**config.mk**
```make
export PLATFORM = sky130hd
export DESIGN_NAME = rsqe_mac
export DESIGN_NICKNAME = d
export VERILOG_FILES = /design/src/rtl/rsqe_pkg.sv /design/src/rtl/rsqe_mac.sv
export SDC_FILE = /design/constraint.sdc
export NUM_CORES = 2
export LEC_CHECK = 0
export ABC_AREA = 1
export ABC_CLOCK_PERIOD_IN_PS = 8500
export BUFFER_PORTS_ARGS = -buffer_cell sky130_fd_sc_hd__buf_2
export CAP_MARGIN = 15
export CORE_MARGIN = 8
export CORE_UTILIZATION = 45
export CTS_BUF_LIST = sky130_fd_sc_hd__clkbuf_16
export DETAILED_ROUTE_END_ITERATION = 16
export PLACE_DENSITY_LB_ADDON = 0.3
export SLEW_MARGIN = 15
export SYNTH_ARGS = -nofsm -noshare
export SYNTH_HDL_FRONTEND = slang
export SYNTH_SLANG_ARGS = --single-unit
export TNS_END_PERCENT = 1
```
**constraint.sdc**
```tcl
create_clock -name clk_i -period 8.5 [get_ports clk_i]
set_clock_uncertainty 0.1 [all_clocks]
set_input_delay 1.275 -clock clk_i [delete_from_list [all_inputs] [get_ports clk_i]]
set_output_delay 1.275 -clock clk_i [all_outputs]
set_load 0.01 [all_outputs]
```
**src/rtl/rsqe_pkg.sv**
```systemverilog
// ----------------------------------------------------------------------------
// rsqe_pkg
// Shared types, constants and tables for the rotated sprite quad expander.
// ----------------------------------------------------------------------------
package rsqe_pkg;

  localparam int IndexBits   = 16;
  localparam int AngleBits   = 16;
  localparam int Corners     = 4;
  localparam int IndexCount  = 6;
  localparam int CordicSteps = 20;

  localparam int PhaseDrop = 32 - AngleBits;
  localparam logic [31:0] PhaseKeep = ~((32'd1 << PhaseDrop) - 32'd1);

  localparam logic signed [33:0] CordicK = 34'sd652032874;
  localparam logic signed [33:0] OneQ30  = 34'sd1073741824;

  typedef enum logic [2:0] {
    StIdle,
    StCordic,
    StMac,
    StVertOut,
    StIndexOut
  } state_e;

  typedef struct packed {
    logic start;
  } mac_ctrl_t;

  typedef struct packed {
    logic done;
  } mac_stat_t;

  function automatic logic signed [32:0] atan_lut(input logic [4:0] i);
    logic signed [32:0] r;
    unique case (i)
      5'd0:    r = 33'sd536870912;
      5'd1:    r = 33'sd316933406;
      5'd2:    r = 33'sd167458907;
      5'd3:    r = 33'sd85004756;
      5'd4:    r = 33'sd42667331;
      5'd5:    r = 33'sd21354465;
      5'd6:    r = 33'sd10679838;
      5'd7:    r = 33'sd5340245;
      5'd8:    r = 33'sd2670163;
      5'd9:    r = 33'sd1335087;
      5'd10:   r = 33'sd667544;
      5'd11:   r = 33'sd333772;
      5'd12:   r = 33'sd166886;
      5'd13:   r = 33'sd83443;
      5'd14:   r = 33'sd41722;
      5'd15:   r = 33'sd20861;
      5'd16:   r = 33'sd10430;
      5'd17:   r = 33'sd5215;
      5'd18:   r = 33'sd2608;
      5'd19:   r = 33'sd1304;
      default: r = 33'sd0;
    endcase
    return r;
  endfunction

  // triangle list order tl,tr,bl,tr,br,bl
  function automatic logic [1:0] tri_offset(input logic [2:0] j);
    logic [1:0] r;
    unique case (j)
      3'd0:    r = 2'd0;
      3'd1:    r = 2'd1;
      3'd2:    r = 2'd2;
      3'd3:    r = 2'd1;
      3'd4:    r = 2'd3;
      3'd5:    r = 2'd2;
      default: r = 2'd0;
    endcase
    return r;
  endfunction

endpackage

```
**src/rtl/rsqe_mac.sv**
```systemverilog
// ----------------------------------------------------------------------------
// rsqe_mac
// Shared multiplier with rounding accumulator, four products per corner.
// ----------------------------------------------------------------------------
module rsqe_mac (
  input  logic                    clk_i,
  input  logic                    rst_ni,
  input  rsqe_pkg::mac_ctrl_t     ctrl_i,
  input  logic signed [33:0]      dx_i,
  input  logic signed [33:0]      dy_i,
  input  logic signed [31:0]      cos_i,
  input  logic signed [31:0]      sin_i,
  output rsqe_pkg::mac_stat_t     stat_o,
  output logic signed [36:0]      rot_x_o,
  output logic signed [36:0]      rot_y_o
);

  logic [2:0]         cnt_q, cnt_d;
  logic               busy_q, busy_d;
  logic               done_q, done_d;
  logic [1:0]         prev_q;
  logic signed [33:0] op_a;
  logic signed [31:0] op_b;
  logic signed [65:0] prod_q, biased;
  logic signed [35:0] rnd;
  logic signed [36:0] ax_q, ay_q;

  // product order dx*cos, dy*sin, dx*sin, dy*cos
  assign op_a   = cnt_q[0] ? dy_i : dx_i;
  assign op_b   = (cnt_q[1:0] == 2'd0 || cnt_q[1:0] == 2'd3) ? cos_i : sin_i;
  assign biased = prod_q + 66'sd536870912;
  assign rnd    = 36'(biased >>> 30);

  always_comb begin
    cnt_d  = cnt_q;
    busy_d = busy_q;
    done_d = 1'b0;
    if (ctrl_i.start) begin
      cnt_d  = '0;
      busy_d = 1'b1;
    end else if (busy_q) begin
      cnt_d = cnt_q + 3'd1;
      if (cnt_q == 3'd4) begin
        busy_d = 1'b0;
        done_d = 1'b1;
      end
    end
  end

  always_ff @(posedge clk_i or negedge rst_ni) begin
    if (!rst_ni) begin
      cnt_q  <= '0;
      busy_q <= 1'b0;
      done_q <= 1'b0;
    end else begin
      cnt_q  <= cnt_d;
      busy_q <= busy_d;
      done_q <= done_d;
    end
  end

  always_ff @(posedge clk_i) begin
    if (busy_q) begin
      prod_q <= 66'(op_a) * 66'(op_b);
      prev_q <= cnt_q[1:0];
      if (cnt_q != 3'd0) begin
        unique case (prev_q)
          2'd0:    ax_q <= 37'(rnd);
          2'd1:    ax_q <= ax_q - 37'(rnd);
          2'd2:    ay_q <= 37'(rnd);
          default: ay_q <= ay_q + 37'(rnd);
        endcase
      end
    end
  end

  assign stat_o.done = done_q;
  assign rot_x_o     = ax_q;
  assign rot_y_o     = ay_q;

endmodule

```
==> flow_summary_export.csv <==
group,metric,value,unit
status,status,"finished clean",
sta,hold_viol,0,
route,via_per_inst,5.385,
synth,yosys_warnings,0,
sta,maxSlewViolCount,0,
clocking,clock_sinks,118,
synth,synth_common_cells,"1410 x inv_1, 1143 x fa_1, 1128 x nand2_1, 843 x nor2_1, 259 x ha_1",
synth,synth_top_area_share,47.05,%
synth,post_synth_instance_area,48640,sq um
clocking,clkTransAtPathRegs,60,ps
clocking,cts_tree,"built",
synth,ys_async_sr_fraction,4.237,%
sta,tightest_slew,1045,ps
synth,ys_ff_latch,118,
synth,syn_nets,7570,
global_route,grt_max_degree,68,
worst_setup_path,crit_arrival,8420,ps
worst_setup_path,cp_top_family,"adder cells",
floorplan,fp.dieH,344.8,microns
worst_setup_path,critPathKind,"register to register",
worst_setup_path,crit_path_max_fanout,6,
worst_setup_path,max_stage_delay,570,ps
route,num_vias,43390,
place,port_buffers,209,
floorplan,die_area,118900,sq um
clocking,insertion_delay,440,ps
synth,synth_most_common_cell,"inv_1",
worst_setup_path,cp_common_cell,"fa_1",
sta,grt_setup_unrepaired,"yes",
clocking,cts_buffers,17,
synth,seq_area_frac_synth,7.234,%
global_route,grt-ovfl-total,0,
global_route,grt_usage,30.60,%
synth,synth_edf_count,113,
route,drcViolationCount,0,
sta,relSlewSlack,30.35,%
sta,timing.hold.ws,396.7,ps
floorplan,die_x,344.8,microns
global_route,grt_pass1_vias,45720,
place,globalplace.congestion,1.007,
worst_setup_path,end_kind,"register",
route,drt.antenna.violating_nets,0,
place,dp_hpwl,156.1,mm
route,avgRoutedWirePerCell,22.41,microns
route,dr.first_iter.drc_count,3998,
floorplan,coreArea,107200,sq um
synth,ys_types,55,
clocking,cts-htree-levels,4,
worst_setup_path,critPathBufInv,12,
clocking,holdBufCountCts,0,
synth,syn_avg_cell_area,8.062,sq um
finish,syn2layout_area_growth,18.05,%
finish,design_area,57420,sq um
clocking,cts_buffer_depth,2,
finish,fin_nets,8178,
synth,synth_area_leaders,"fa_1 47%, inv_1 11%, nand2_1 8.7%",
synth,synth_cells,6033,
floorplan,start_util,45.37,%
floorplan,io_pins,210,
sta,setup_violations,0,
clocking,root_buffer,"clkbuf_16",
flow_run,maxCapViolations,0,
global_route,grt_antenna_before_repair,6,
finish,drive_above_1_share,16.05,%
route,routed_wirelength,180.6,mm
synth,ys.flop_type,"edfxtp_1",
floorplan,rows,120,
place,dpl_cell_area,55890,sq um
finish,fill_cells,10150,
sta,post-route-period-util,97.90,%
worst_hold_path,hold_class,"register to register",
route,drtPass1Iterations,8,
synth,synth_top_area_cell,"fa_1",
global_route,grt_pass1_wl,273.6,mm
worst_setup_path,critPathSlowestCell,"fa_2",
sta,setup_ws,178.8,ps
sta,layout_min_cycle_time,8321,ps
sta,clock.fmax,120.2,MHz
worst_setup_path,cp.required,8590,ps
worst_setup_path,worstSetupStartpointType,"register",
place,dp_slack,-457.7,ps
==> cells in the final DEF (no fill, tap or decap), drive strengths merged, types with 2 or more instances in the layout <==
master	count
dfrtp	5
o22ai	4
o21a	4
clkinvlp	8
buf	767
or2	31
inv	1427
nor4	18
fa	1143
xor2	48
and3	7
clkbuf	19
xnor2	31
o21bai	23
a31oi	24
nand3	141
bufinv	3
nand4	38
nand3b	4
diode	2
nand2	1136
nor2	849
a21o	15
a21oi	197
edfxtp	113
a21boi	9
nor3	36
o21ai	274
ha	259
clkinv	14
==> per-stage QoR <==
step                      utilization [%]  instances  TNS, ps
after floorplan                         -       6033        0
after global placement              52.14       8004    -5884
after detailed placement            52.14       8004    -7532
after CTS                           52.70       8035        0
after global routing                53.55       8056   -687.9
final                               53.56       8058        0
==> state kept, by name, indices dropped and copies added, names as in the netlist <==
signal,cells
rot_y_o,37
rot_x_o,37
busy_q,1
stat_o,1
cnt_q,3
prev_q,2
prod_q,37
==> per-layer routing <==
| layer | share of wire [%] | vias up | global-route usage (%) |
|---|---|---|---|
| met5 | 0.019 | - | 0 |
| met3 | 11 | 448 | 6.058 |
| li1 | - | 19080 | - |
| met1 | 40 | 21610 | 41.27 |
| met4 | 5.2 | 6 | 12.34 |
| met2 | 44 | 2245 | 48.52 |
==> logic make-up (layout without fill, tap and decap cells) <==
| logic type | count (synthesis) | after routing | share of synthesized area [%] |
|---|---|---|---|
| other | 0 | 2 | 0 |
| adders and majority gates | 1402 | 1402 | 53.71 |
| buffers and inverters | 1618 | 2238 | 12.54 |
| and+or+nand+nor | 2260 | 2260 | 18.67 |
| AOI/OAI and AO/OA | 556 | 556 | 6.390 |
| xor gates and xnor gates | 79 | 79 | 1.453 |
| DFF | 118 | 118 | 7.234 |
==> layout make-up <==
type / instances / area, sq um / area share [%]
clock buffers: 17 / 425.4 / 0.7409
inverters: 1438 / 5415 / 9.432
multi-input cells: 4297 / 39810 / 69.33
clock inverters: 14 / 161.4 / 0.2811
repair buffers: 769 / 6324 / 11.01
diodes: 2 / 5.005 / 0.008717
well taps: 1403 / 1755 / 3.057
flip-flops and latches: 118 / 3523 / 6.137
==> final timing paths <==
kind                          start  cells past startpoint  slack, ps         end
setup / recovery           cnt_q[0]                     32        180  prod_q[63]
hold / removal             cnt_q[2]                      1        400      busy_q
setup reg to reg           cnt_q[0]                     32        180  prod_q[63]
hold reg to reg            cnt_q[2]                      1        400      busy_q
max in group asynchronous    rst_ni                      1       7600    cnt_q[0]
min in group asynchronous    rst_ni                      1        540      stat_o
==> repair_timing <==
action | 4_1_cts | 5_1_grt
pin swaps | 0 | 40
setup buffers | 0 | 18
endpoints found under the setup margin | 9 | 37
cloned | 0 | 3
resized for setup | 7 | 186
Power is not shown: default switching activity piles up to over one toggle a cycle in this logic, so the estimate is an artifact.
