`src/rtl/rsqe_pkg.sv`:
```
// ----------------------------------------------------------------------------
// rsqe_pkg
// Shared types, constants and tables for the rotated sprite quad expander.
// ----------------------------------------------------------------------------
package rsqe_pkg;

  localparam int IndexBits   = 16;
  localparam int AngleBits   = 16;
  localparam int Corners     = 4;
  localparam int IndexCount  = 6;
  localparam int CordicSteps = 20;

  localparam int PhaseDrop = 32 - AngleBits;
  localparam logic [31:0] PhaseKeep = ~((32'd1 << PhaseDrop) - 32'd1);

  localparam logic signed [33:0] CordicK = 34'sd652032874;
  localparam logic signed [33:0] OneQ30  = 34'sd1073741824;

  typedef enum logic [2:0] {
    StIdle,
    StCordic,
    StMac,
    StVertOut,
    StIndexOut
  } state_e;

  typedef struct packed {
    logic start;
  } mac_ctrl_t;

  typedef struct packed {
    logic done;
  } mac_stat_t;

  function automatic logic signed [32:0] atan_lut(input logic [4:0] i);
    logic signed [32:0] r;
    unique case (i)
      5'd0:    r = 33'sd536870912;
      5'd1:    r = 33'sd316933406;
      5'd2:    r = 33'sd167458907;
      5'd3:    r = 33'sd85004756;
      5'd4:    r = 33'sd42667331;
      5'd5:    r = 33'sd21354465;
      5'd6:    r = 33'sd10679838;
      5'd7:    r = 33'sd5340245;
      5'd8:    r = 33'sd2670163;
      5'd9:    r = 33'sd1335087;
      5'd10:   r = 33'sd667544;
      5'd11:   r = 33'sd333772;
      5'd12:   r = 33'sd166886;
      5'd13:   r = 33'sd83443;
      5'd14:   r = 33'sd41722;
      5'd15:   r = 33'sd20861;
      5'd16:   r = 33'sd10430;
      5'd17:   r = 33'sd5215;
      5'd18:   r = 33'sd2608;
      5'd19:   r = 33'sd1304;
      default: r = 33'sd0;
    endcase
    return r;
  endfunction

  // triangle list order tl,tr,bl,tr,br,bl
  function automatic logic [1:0] tri_offset(input logic [2:0] j);
    logic [1:0] r;
    unique case (j)
      3'd0:    r = 2'd0;
      3'd1:    r = 2'd1;
      3'd2:    r = 2'd2;
      3'd3:    r = 2'd1;
      3'd4:    r = 2'd3;
      3'd5:    r = 2'd2;
      default: r = 2'd0;
    endcase
    return r;
  endfunction

endpackage

```
`src/rtl/rsqe_cordic.sv`:
```
// ----------------------------------------------------------------------------
// rsqe_cordic
// Iterative rotation-mode cordic, one micro-rotation per cycle, with quadrant fold.
// ----------------------------------------------------------------------------
module rsqe_cordic (
  input  logic                clk_i,
  input  logic                rst_ni,
  input  logic                start_i,
  input  logic [15:0]         angle_i,
  output logic                done_o,
  output logic signed [31:0]  cos_o,
  output logic signed [31:0]  sin_o
);

  logic signed [33:0] x_q, x_d, y_q, y_d;
  logic signed [32:0] z_q, z_d;
  logic [1:0]         quad_q, quad_d;
  logic [4:0]         step_q, step_d;
  logic               busy_q, busy_d;
  logic               done_q, done_d;
  logic [31:0]        phase;
  logic signed [33:0] xs, ys, xc, yc;

  assign phase = {angle_i, 16'd0} & rsqe_pkg::PhaseKeep;
  assign xs = x_q >>> step_q;
  assign ys = y_q >>> step_q;

  always_comb begin
    x_d    = x_q;
    y_d    = y_q;
    z_d    = z_q;
    quad_d = quad_q;
    step_d = step_q;
    busy_d = busy_q;
    done_d = 1'b0;
    if (start_i) begin
      x_d    = rsqe_pkg::CordicK;
      y_d    = '0;
      z_d    = 33'($unsigned(phase[29:0]));
      quad_d = phase[31:30];
      step_d = '0;
      busy_d = 1'b1;
    end else if (busy_q) begin
      if (!z_q[32]) begin
        x_d = x_q - ys;
        y_d = y_q + xs;
        z_d = z_q - rsqe_pkg::atan_lut(step_q);
      end else begin
        x_d = x_q + ys;
        y_d = y_q - xs;
        z_d = z_q + rsqe_pkg::atan_lut(step_q);
      end
      step_d = step_q + 5'd1;
      if (step_q == 5'(rsqe_pkg::CordicSteps - 1)) begin
        busy_d = 1'b0;
        done_d = 1'b1;
      end
    end
  end

  always_ff @(posedge clk_i or negedge rst_ni) begin
    if (!rst_ni) begin
      busy_q <= 1'b0;
      done_q <= 1'b0;
      step_q <= '0;
    end else begin
      busy_q <= busy_d;
      done_q <= done_d;
      step_q <= step_d;
    end
  end

  always_ff @(posedge clk_i) begin
    x_q    <= x_d;
    y_q    <= y_d;
    z_q    <= z_d;
    quad_q <= quad_d;
  end

  always_comb begin
    xc = x_q;
    yc = y_q;
    if (x_q > rsqe_pkg::OneQ30) xc = rsqe_pkg::OneQ30;
    if (x_q < -rsqe_pkg::OneQ30) xc = -rsqe_pkg::OneQ30;
    if (y_q > rsqe_pkg::OneQ30) yc = rsqe_pkg::OneQ30;
    if (y_q < -rsqe_pkg::OneQ30) yc = -rsqe_pkg::OneQ30;
    unique case (quad_q)
      2'd0: begin cos_o = 32'(xc);  sin_o = 32'(yc);  end
      2'd1: begin cos_o = 32'(-yc); sin_o = 32'(xc);  end
      2'd2: begin cos_o = 32'(-xc); sin_o = 32'(-yc); end
      default: begin cos_o = 32'(yc); sin_o = 32'(-xc); end
    endcase
  end

  assign done_o = done_q;

endmodule

```
`config.mk`:
```
export PLATFORM = sky130hd
export DESIGN_NAME = rsqe_cordic
export DESIGN_NICKNAME = d
export VERILOG_FILES = /design/src/rtl/rsqe_pkg.sv /design/src/rtl/rsqe_cordic.sv
export SDC_FILE = /design/constraint.sdc
export NUM_CORES = 1
export LEC_CHECK = 0
export BUFFER_PORTS_ARGS = -buffer_cell sky130_fd_sc_hd__buf_2
export CAP_MARGIN = 20
export CORE_MARGIN = 5
export CORE_UTILIZATION = 30
export CTS_CLUSTER_DIAMETER = 200
export DETAILED_ROUTE_END_ITERATION = 8
export PLACE_DENSITY = 0.43
export SYNTH_ARGS = -nofsm -noshare
export SYNTH_HDL_FRONTEND = slang
export SYNTH_SLANG_ARGS = --single-unit
```
`constraint.sdc`:
```
create_clock -name clk_i -period 18.4 [get_ports clk_i]
set_input_delay 0 -clock clk_i [delete_from_list [all_inputs] [get_ports clk_i]]
set_output_delay 0 -clock clk_i [all_outputs]
set_load 0.02 [all_outputs]
```
==> impl_metrics.csv, run 1 <==
group,metric,value,unit
setup_path,cp.arrival,7.56,ns
min_path,worstHoldEndpoint,"step_q[0]",
setup_path,reg2reg_depth,24,
detailed_routing,drc,0,
final_layout,multi_input_area,16100,sq um
min_path,hold_class,"input port to flop",
global_routing,grt_max_degree,184,
detailed_routing,drtAntennaViolNets,0,
floorplanning,dieHeight,267,um
yosys,async_flop_share,6.36,%
final_layout,drive_gt1_share,12.4,%
setup_path,r2r_end,"z_q[27]",
yosys,netlist_instances,2679,
detailed_routing,vias_per_cell,6.07,
yosys,syn_area,19800,sq um
floorplanning,dieArea,71100,sq um
floorplanning,ios,84,
final_layout,mostFrequentLayoutCell,"nor2_1",
floorplanning,rows,94,
final_layout,finalNetCount,2769,
yosys,syn_nets,2815,
timing,fin_tns_setup,0,ns
timing,fin_crit_sh,40.3,%
global_routing,antenna_found_initial,4,
setup_path,worst-endpoint-required,18.55,ns
final_layout,layout.area.seq,2410,sq um
floorplanning,start_util,30.2,%
setup_path,criticalPathCategory,"flop to flop",
detailed_routing,wl_met2,36.6,mm
global_routing,grt_usage,23.7,%
clocking,cts_root_buf,"clkbuf_16",
timing,rsz0062_at_grt,"false",
global_routing,grt_pass1_vias,20118,
yosys,synth-edff-count,16,
setup_path,reg2reg_from,"step_q[0]",
yosys,syn_avg_cell_area,7.37,sq um
clocking,htreeDepth,3,
detailed_routing,drtIter0Drc,2510,
detailed_routing,wirelength,87.8,mm
timing,final.min_clock_period,7.42,ns
final_layout,area_delta_synth_final,7.54,%
global_routing,grt_remaining_overflow,0,
timing,drv_slew,0,
detailed_routing,vias,21260,
setup_path,worstSetupEndpointType,"flop",
detailed_routing,routed.top_layer,"met4",
timing,finClkSkew,0.0163,ns
placement,gp_congestion,0.961,
min_path,hold_path_startpoint,"start_i",
timing,hold_violations,0,
timing,relSlewSlack,19.8,%
placement,post_dp_cell_area,20800,sq um
yosys,yosysWarnings,0,
clocking,cts.path.max_buffers,2,
floorplanning,die_w,267,um
final_layout,final.fill_count,7009,
clocking,numCtsBuffers,9,
clocking,cts.reportedPaths.clkPinSlew,0.09,ns
placement,dp_hpwl,63.8,mm
yosys,ys_seq_area_share,12.1,%
floorplanning,coreArea,65500,sq um
setup_path,cp_max_fo,42,
detailed_routing,wl_met3,7.87,mm
setup_path,critPathLaunchType,"flop",
min_path,whs_path_depth,2,
clocking,cts_num_sinks,110,
yosys,synth_ff_type,"dfxtp_1",
run,timing.max_cap.violations,0,
detailed_routing,wl_per_cell,25.1,um
run_status,outcome,"completed",
detailed_routing,drtPass1Iterations,6,
clocking,tritoncts,"done",
placement,port_buffers,83,
timing,worst_pin_slew,1.20,ns
clocking,clkLatencyLatePin,0.41,ns
global_routing,grt_pass1_wl,130,mm
yosys,ys_seq_elements,110,
final_layout,final_cell_area,21200,sq um
detailed_routing,wl_met1,40.4,mm
setup_path,rrSetupSlack,10.98,ns
yosys,synth_cell_types,100,
final_layout,final_cell_mix,"nor2_1 (299), nand2_1 (289), a21oi_1 (250)",
timing,max_freq,0.135,GHz
timing,final-setup-viol-count,0,
-- synthesized netlist by cell type, types with 13 or more instances --
cell type | count | area, sq um
inv_1 | 49 | 184
nor2b_1 | 29 | 181
mux2_2 | 29 | 327
and2_1 | 22 | 138
mux2i_1 | 114 | 1140
o21ai_0 | 181 | 906
a22oi_1 | 15 | 113
nor3_1 | 46 | 230
a31oi_1 | 51 | 319
ha_1 | 114 | 1430
nand4_1 | 15 | 93.8
o22ai_1 | 25 | 156
a211o_1 | 19 | 166
a21o_1 | 42 | 315
o211ai_1 | 21 | 158
mux4_2 | 75 | 1690
o21a_1 | 28 | 210
or2_2 | 18 | 113
o21bai_1 | 16 | 120
nor2_1 | 299 | 1120
nand3_1 | 66 | 330
dfxtp_1 | 87 | 1740
nand2b_1 | 29 | 181
a21oi_1 | 250 | 1250
nand2_1 | 289 | 1080
buf_2 | 36 | 180
xnor2_1 | 99 | 867
buf_1 | 31 | 116
clkbuf_1 | 136 | 510
and3_1 | 24 | 150
o31ai_1 | 23 | 173
a211oi_1 | 52 | 390
xor2_1 | 75 | 657
o221ai_1 | 13 | 114
edfxtp_1 | 16 | 480
or3_1 | 17 | 106
-- worst max-delay path, cell delays in order, from the launching register on --
cell	delay, ns
dfrtp_4	0.81
inv_1	0.49
ha_1	0.52
nand2b_1	0.15
nand2_1	0.07
nand2_1	0.13
inv_1	0.08
a221oi_1	0.36
ha_1	0.26
nand2_1	0.07
or4_1	0.58
or4_1	0.61
and2_1	0.31
xor2_1	0.22
ha_1	0.39
nand2_1	0.09
nor3_1	0.41
nand2_1	0.13
or2_2	0.29
o2111a_1	0.23
nor3_1	0.44
a21o_1	0.18
a21oi_1	0.07
xor2_1	0.14
o21ai_0	0.08
-- worst max-delay path by stage --
stage / startpoint / endpoint / slack (ns) / cells after the start
floorplan: step_q[1] / z_q[32] / 11.80 / 27
global placement: step_q[0] / y_q[33] / 11.23 / 19
detailed placement: step_q[0] / y_q[33] / 11.09 / 19
CTS: step_q[0] / y_q[33] / 11.03 / 19
global route: step_q[0] / y_q[33] / 10.53 / 20
finish: step_q[0] / z_q[27] / 10.98 / 24
-- routing by layer --
layer / track usage, % / up-vias
met4: 7.49 / 0
met3: 4.11 / 136
met1: 35.1 / 10282
met2: 34.8 / 991
met5: 0 / -
li1: - / 9851
-- flip-flops by register name (all words and copies together), names as in the netlist --
signal,cells
step_q,5
x_q,34
quad_q,2
done_o,1
busy_q,1
y_q,34
z_q,33
-- logic make-up after synthesis --
logic type,after synthesis,share of synthesized area [%]
buffers and inverters,280,6.28
AOI/OAI and AO/OA,856,27.7
xor gates and xnor gates,174,7.71
and+or+nand+nor,916,21.8
DFF,110,12.1
adders and majority gates,117,7.52
muxes,226,16.9
-- per-stage QoR --
| step | cells | hold WS [ns] | utilization (%) | worst slack (ns) |
|---|---|---|---|---|
| after floorplan | 2679 | -0.296 | - | 11.80 |
| after global placement | 3468 | -0.142 | 31.7 | 11.23 |
| after detailed placement | 3468 | -0.136 | 31.7 | 11.09 |
| after CTS | 3502 | 0.0731 | 32.4 | 11.03 |
| after global routing | 3502 | 0.0999 | 32.4 | 10.53 |
| final | 3503 | 0.0857 | 32.4 | 10.98 |
-- cell type report --
type / count / share of cell area, %
antenna: 1 / 0.0118
tap: 864 / 5.09
clock inverter: 5 / 0.183
timing repair buffer: 167 / 5.21
multi-input combinational: 2289 / 75.9
clock buffer: 11 / 1.24
inverter: 56 / 0.989
sequential: 110 / 11.4
-- timing repair --
| item | in CTS | in global routing |
|---|---|---|
| hold buffers | 18 | 0 |
| setup buffers | 0 | 0 |
| hold endpoints to repair | 23 | 0 |
| gates resized for setup | 0 | 0 |
Power of run 1 is not shown: default switching activity piles up to over one toggle a cycle in this logic, so the estimate is an artifact.
==> run 2, diff against run 1 <==
--- a/config.mk
+++ b/config.mk
@@ -5,13 +5,14 @@
 export SDC_FILE = /design/constraint.sdc
 export NUM_CORES = 1
 export LEC_CHECK = 0
+export ABC_AREA = 1
 export BUFFER_PORTS_ARGS = -buffer_cell sky130_fd_sc_hd__buf_2
 export CAP_MARGIN = 20
 export CORE_MARGIN = 5
 export CORE_UTILIZATION = 30
 export CTS_CLUSTER_DIAMETER = 200
 export DETAILED_ROUTE_END_ITERATION = 8
-export PLACE_DENSITY = 0.43
+export PLACE_DENSITY = 0.44
 export SYNTH_ARGS = -nofsm -noshare
 export SYNTH_HDL_FRONTEND = slang
 export SYNTH_SLANG_ARGS = --single-unit
==> constraint.sdc (replaced) <==
create_clock -name clk_i -period 6.7 [get_ports clk_i]
set_input_delay 0 -clock clk_i [delete_from_list [all_inputs] [get_ports clk_i]]
set_output_delay 0 -clock clk_i [all_outputs]
set_load 0.02 [all_outputs]
==> run 2 against run 1 <==
  * Register-to-register slack got worse by 10 ns
  * Sequential share of layout area hardly changed
  * Critical path depth rose by 9
  * Synthesized cell count increased by 29%
  * Hold slack improved by 0.086 ns
  * Cell count rose by 24%
  * Final area shrank 0.84%
  * Area after synthesis is 2.1% lower
  * Clock-buffer cell count decreased by 2
  * Clock skew grew 0.0060 ns
  * Core utilization is 0.43 points higher
  * Via count is 8.7% higher
==> impl_metrics.csv, run 2 <==
group,metric,value,unit
placement,dp_hpwl,68.9,mm
final_layout,diodes,0,
detailed_routing,vias,23111,
setup_path,cp.arrival,6.07,ns
global_routing,grt_pass1_wl,132,mm
clocking,post-cts-setup-buffer-count,0,
setup_path,path_common_cell,"nor2_1",
timing,drv_slew,0,
detailed_routing,wl_met1,38.3,mm
min_path,hold_path_startpoint,"start_i",
floorplanning,dieArea,69600,sq um
global_routing,antenna_found_initial,2,
run,timing.max_cap.violations,0,
clocking,cts_root_buf,"clkbuf_16",
detailed_routing,drtIter0Drc,2015,
clocking,cts_num_sinks,110,
global_routing,grt_usage,24.2,%
yosys,syn_nets,3581,
setup_path,cp_max_fo,34,
placement,port_buffers,83,
clocking,cts.reportedPaths.clkPinSlew,0.10,ns
final_layout,drive_gt1_share,7.42,%
clocking,htreeDepth,3,
global_routing,grt_pass1_vias,21861,
detailed_routing,drtAntennaViolNets,0,
setup_path,rrSetupSlack,0.97,ns
timing,max_freq,0.174,GHz
setup_path,reg2reg_depth,33,
detailed_routing,wl_met2,39.1,mm
timing,worst_pin_slew,0.938,ns
detailed_routing,drc,0,
timing,finClkSkew,0.0223,ns
global_routing,grt_remaining_overflow,0,
yosys,syn_avg_cell_area,5.61,sq um
final_layout,finalNetCount,3608,
yosys,synth_common_cells,"nand2_1 (1009), nand3_1 (475), inv_1 (325), nor2_1 (287), a21oi_1 (181)",
detailed_routing,wirelength,88.0,mm
setup_path,r2r_end,"y_q[33]",
floorplanning,ios,84,
final_layout,area_delta_synth_final,8.92,%
placement,gp_congestion,0.966,
yosys,syn_area,19300,sq um
setup_path,criticalPathCategory,"flop to flop",
yosys,synth_cell_types,61,
detailed_routing,routed.top_layer,"met5",
clocking,ctsResizeCount,0,
yosys,ys_seq_area_share,12.4,%
setup_path,critPathLaunchType,"flop",
floorplanning,coreArea,64100,sq um
yosys,synth-edff-count,16,
timing,final.min_clock_period,5.73,ns
detailed_routing,wl_met3,5.29,mm
timing,fin_tns_setup,0,ns
run_status,outcome,"completed",
clocking,tritoncts,"done",
setup_path,critPathSlowestCell,"dfrtp_2",
yosys,async_flop_share,6.36,%
clocking,numCtsBuffers,9,
timing,relSlewSlack,37.0,%
clocking,clkLatencyLatePin,0.41,ns
yosys,yosysWarnings,0,
min_path,hold_class,"input port to flop",
final_layout,mostFrequentLayoutCell,"nand2_1",
final_layout,final_cell_mix,"nand2_1 (1009), nand3_1 (475), inv_1 (323)",
detailed_routing,vias_per_cell,5.33,
clocking,cts_hold_buf,18,
floorplanning,rows,93,
floorplanning,start_util,30.2,%
yosys,synth_top_area_share,19.6,%
timing,rsz0062_at_grt,"false",
floorplanning,dieHeight,264,um
yosys,synth_top_cell_by_area,"nand2_1",
yosys,synth.top_cells.by_area,"nand2_1 (20%), nand3_1 (12%), dfxtp_1 (9.0%)",
timing,final-setup-viol-count,0,
detailed_routing,drtPass1Iterations,6,
setup_path,cpPeakStageDelay,0.75,ns
setup_path,worst-endpoint-required,7.03,ns
yosys,synth_ff_type,"dfxtp_1",
yosys,yosysMostFrequentCell,"nand2_1",
setup_path,worstSetupEndpointType,"flop",
setup_path,reg2reg_from,"step_q[1]",
min_path,worstHoldEndpoint,"quad_q[1]",
timing,hold_violations,0,
clocking,cts.path.max_buffers,2,
global_routing,grt_max_degree,78,
floorplanning,die_w,264,um
yosys,netlist_instances,3445,
final_layout,reg.largest.list,"x_q x34, y_q x34, z_q x33",
timing,fin_crit_sh,85.6,%
detailed_routing,wl_per_cell,20.3,um
yosys,ys_seq_elements,110,
min_path,whs_path_depth,2,
[run 2: cell count changes in the layout (fill, tap and decap cells not counted), moves of 31 or more]
cell	change
nand2_1	+720
nand3_1	+409
inv_1	+275
mux2i_1	-114
mux4_2	-75
a21oi_1	-69
nand4_1	+52
a211oi_1	-48
o21ai_1	+35
a21o_1	-34
xnor2_1	-31
[run 2: kinds of logic after synthesis]
kind of cell               synth area share [%]
AOI/OAI and AO/OA                          17.5
xor gates and xnor gates                   7.52
adders and majority gates                  7.69
buffers and inverters                      10.6
DFF                                        12.4
and+or+nand+nor                            44.4
[run 2: per-layer routing]
metal | GRT usage, % | vias up
li1 | - | 11626
met1 | 31.2 | 10529
met2 | 39.1 | 765
met3 | 3.86 | 187
met4 | 12.3 | 4
met5 | 0 | -
[run 2: final cells by class]
cell class | count | area [sq um]
fillers | 7383 | 43000
multi-input cells | 2841 | 14900
flip-flops and latches | 110 | 2400
inverters | 347 | 1310
repair buffers | 163 | 1070
well taps | 855 | 1070
clock buffers | 9 | 225
clock inverters | 7 | 56.3
[run 2: through the flow]
stage          util [%]  instance area [sq um]  hold slack (ns)  setup slack (ns)  instances
2_1_floorplan         -                  19300           -0.296              2.20       3445
3_3_place_gp       32.1                  20600           -0.154              1.07       4298
3_5_place_dp       32.1                  20600           -0.147              1.05       4298
4_1_cts            32.9                  21100            0.159              1.01       4332
5_1_grt            32.9                  21100            0.176             0.266       4332
6_report           32.9                  21100            0.172             0.965       4332
[run 2: worst max-delay path: cells and delay by family (launching register included)]
family / cells / cell delay [ns]
and+or+nand+nor: 19 / 1.94
adders and majority gates: 2 / 0.44
xor gates and xnor gates: 1 / 0.19
AOI/OAI and AO/OA: 5 / 1.31
buffers and inverters: 6 / 0.99
DFF: 1 / 0.75
[run 2: worst max path at each step]
stage	endpoint	start	slack (ns)
2_1_floorplan	z_q[19]	step_q[0]	2.20
3_3_place_gp	y_q[33]	step_q[1]	1.07
3_5_place_dp	y_q[33]	step_q[1]	1.05
4_1_cts	y_q[33]	step_q[1]	1.01
5_1_grt	x_q[31]	step_q[1]	0.27
6_report	y_q[33]	step_q[1]	0.97
Power of run 2 is left out for the same reason.
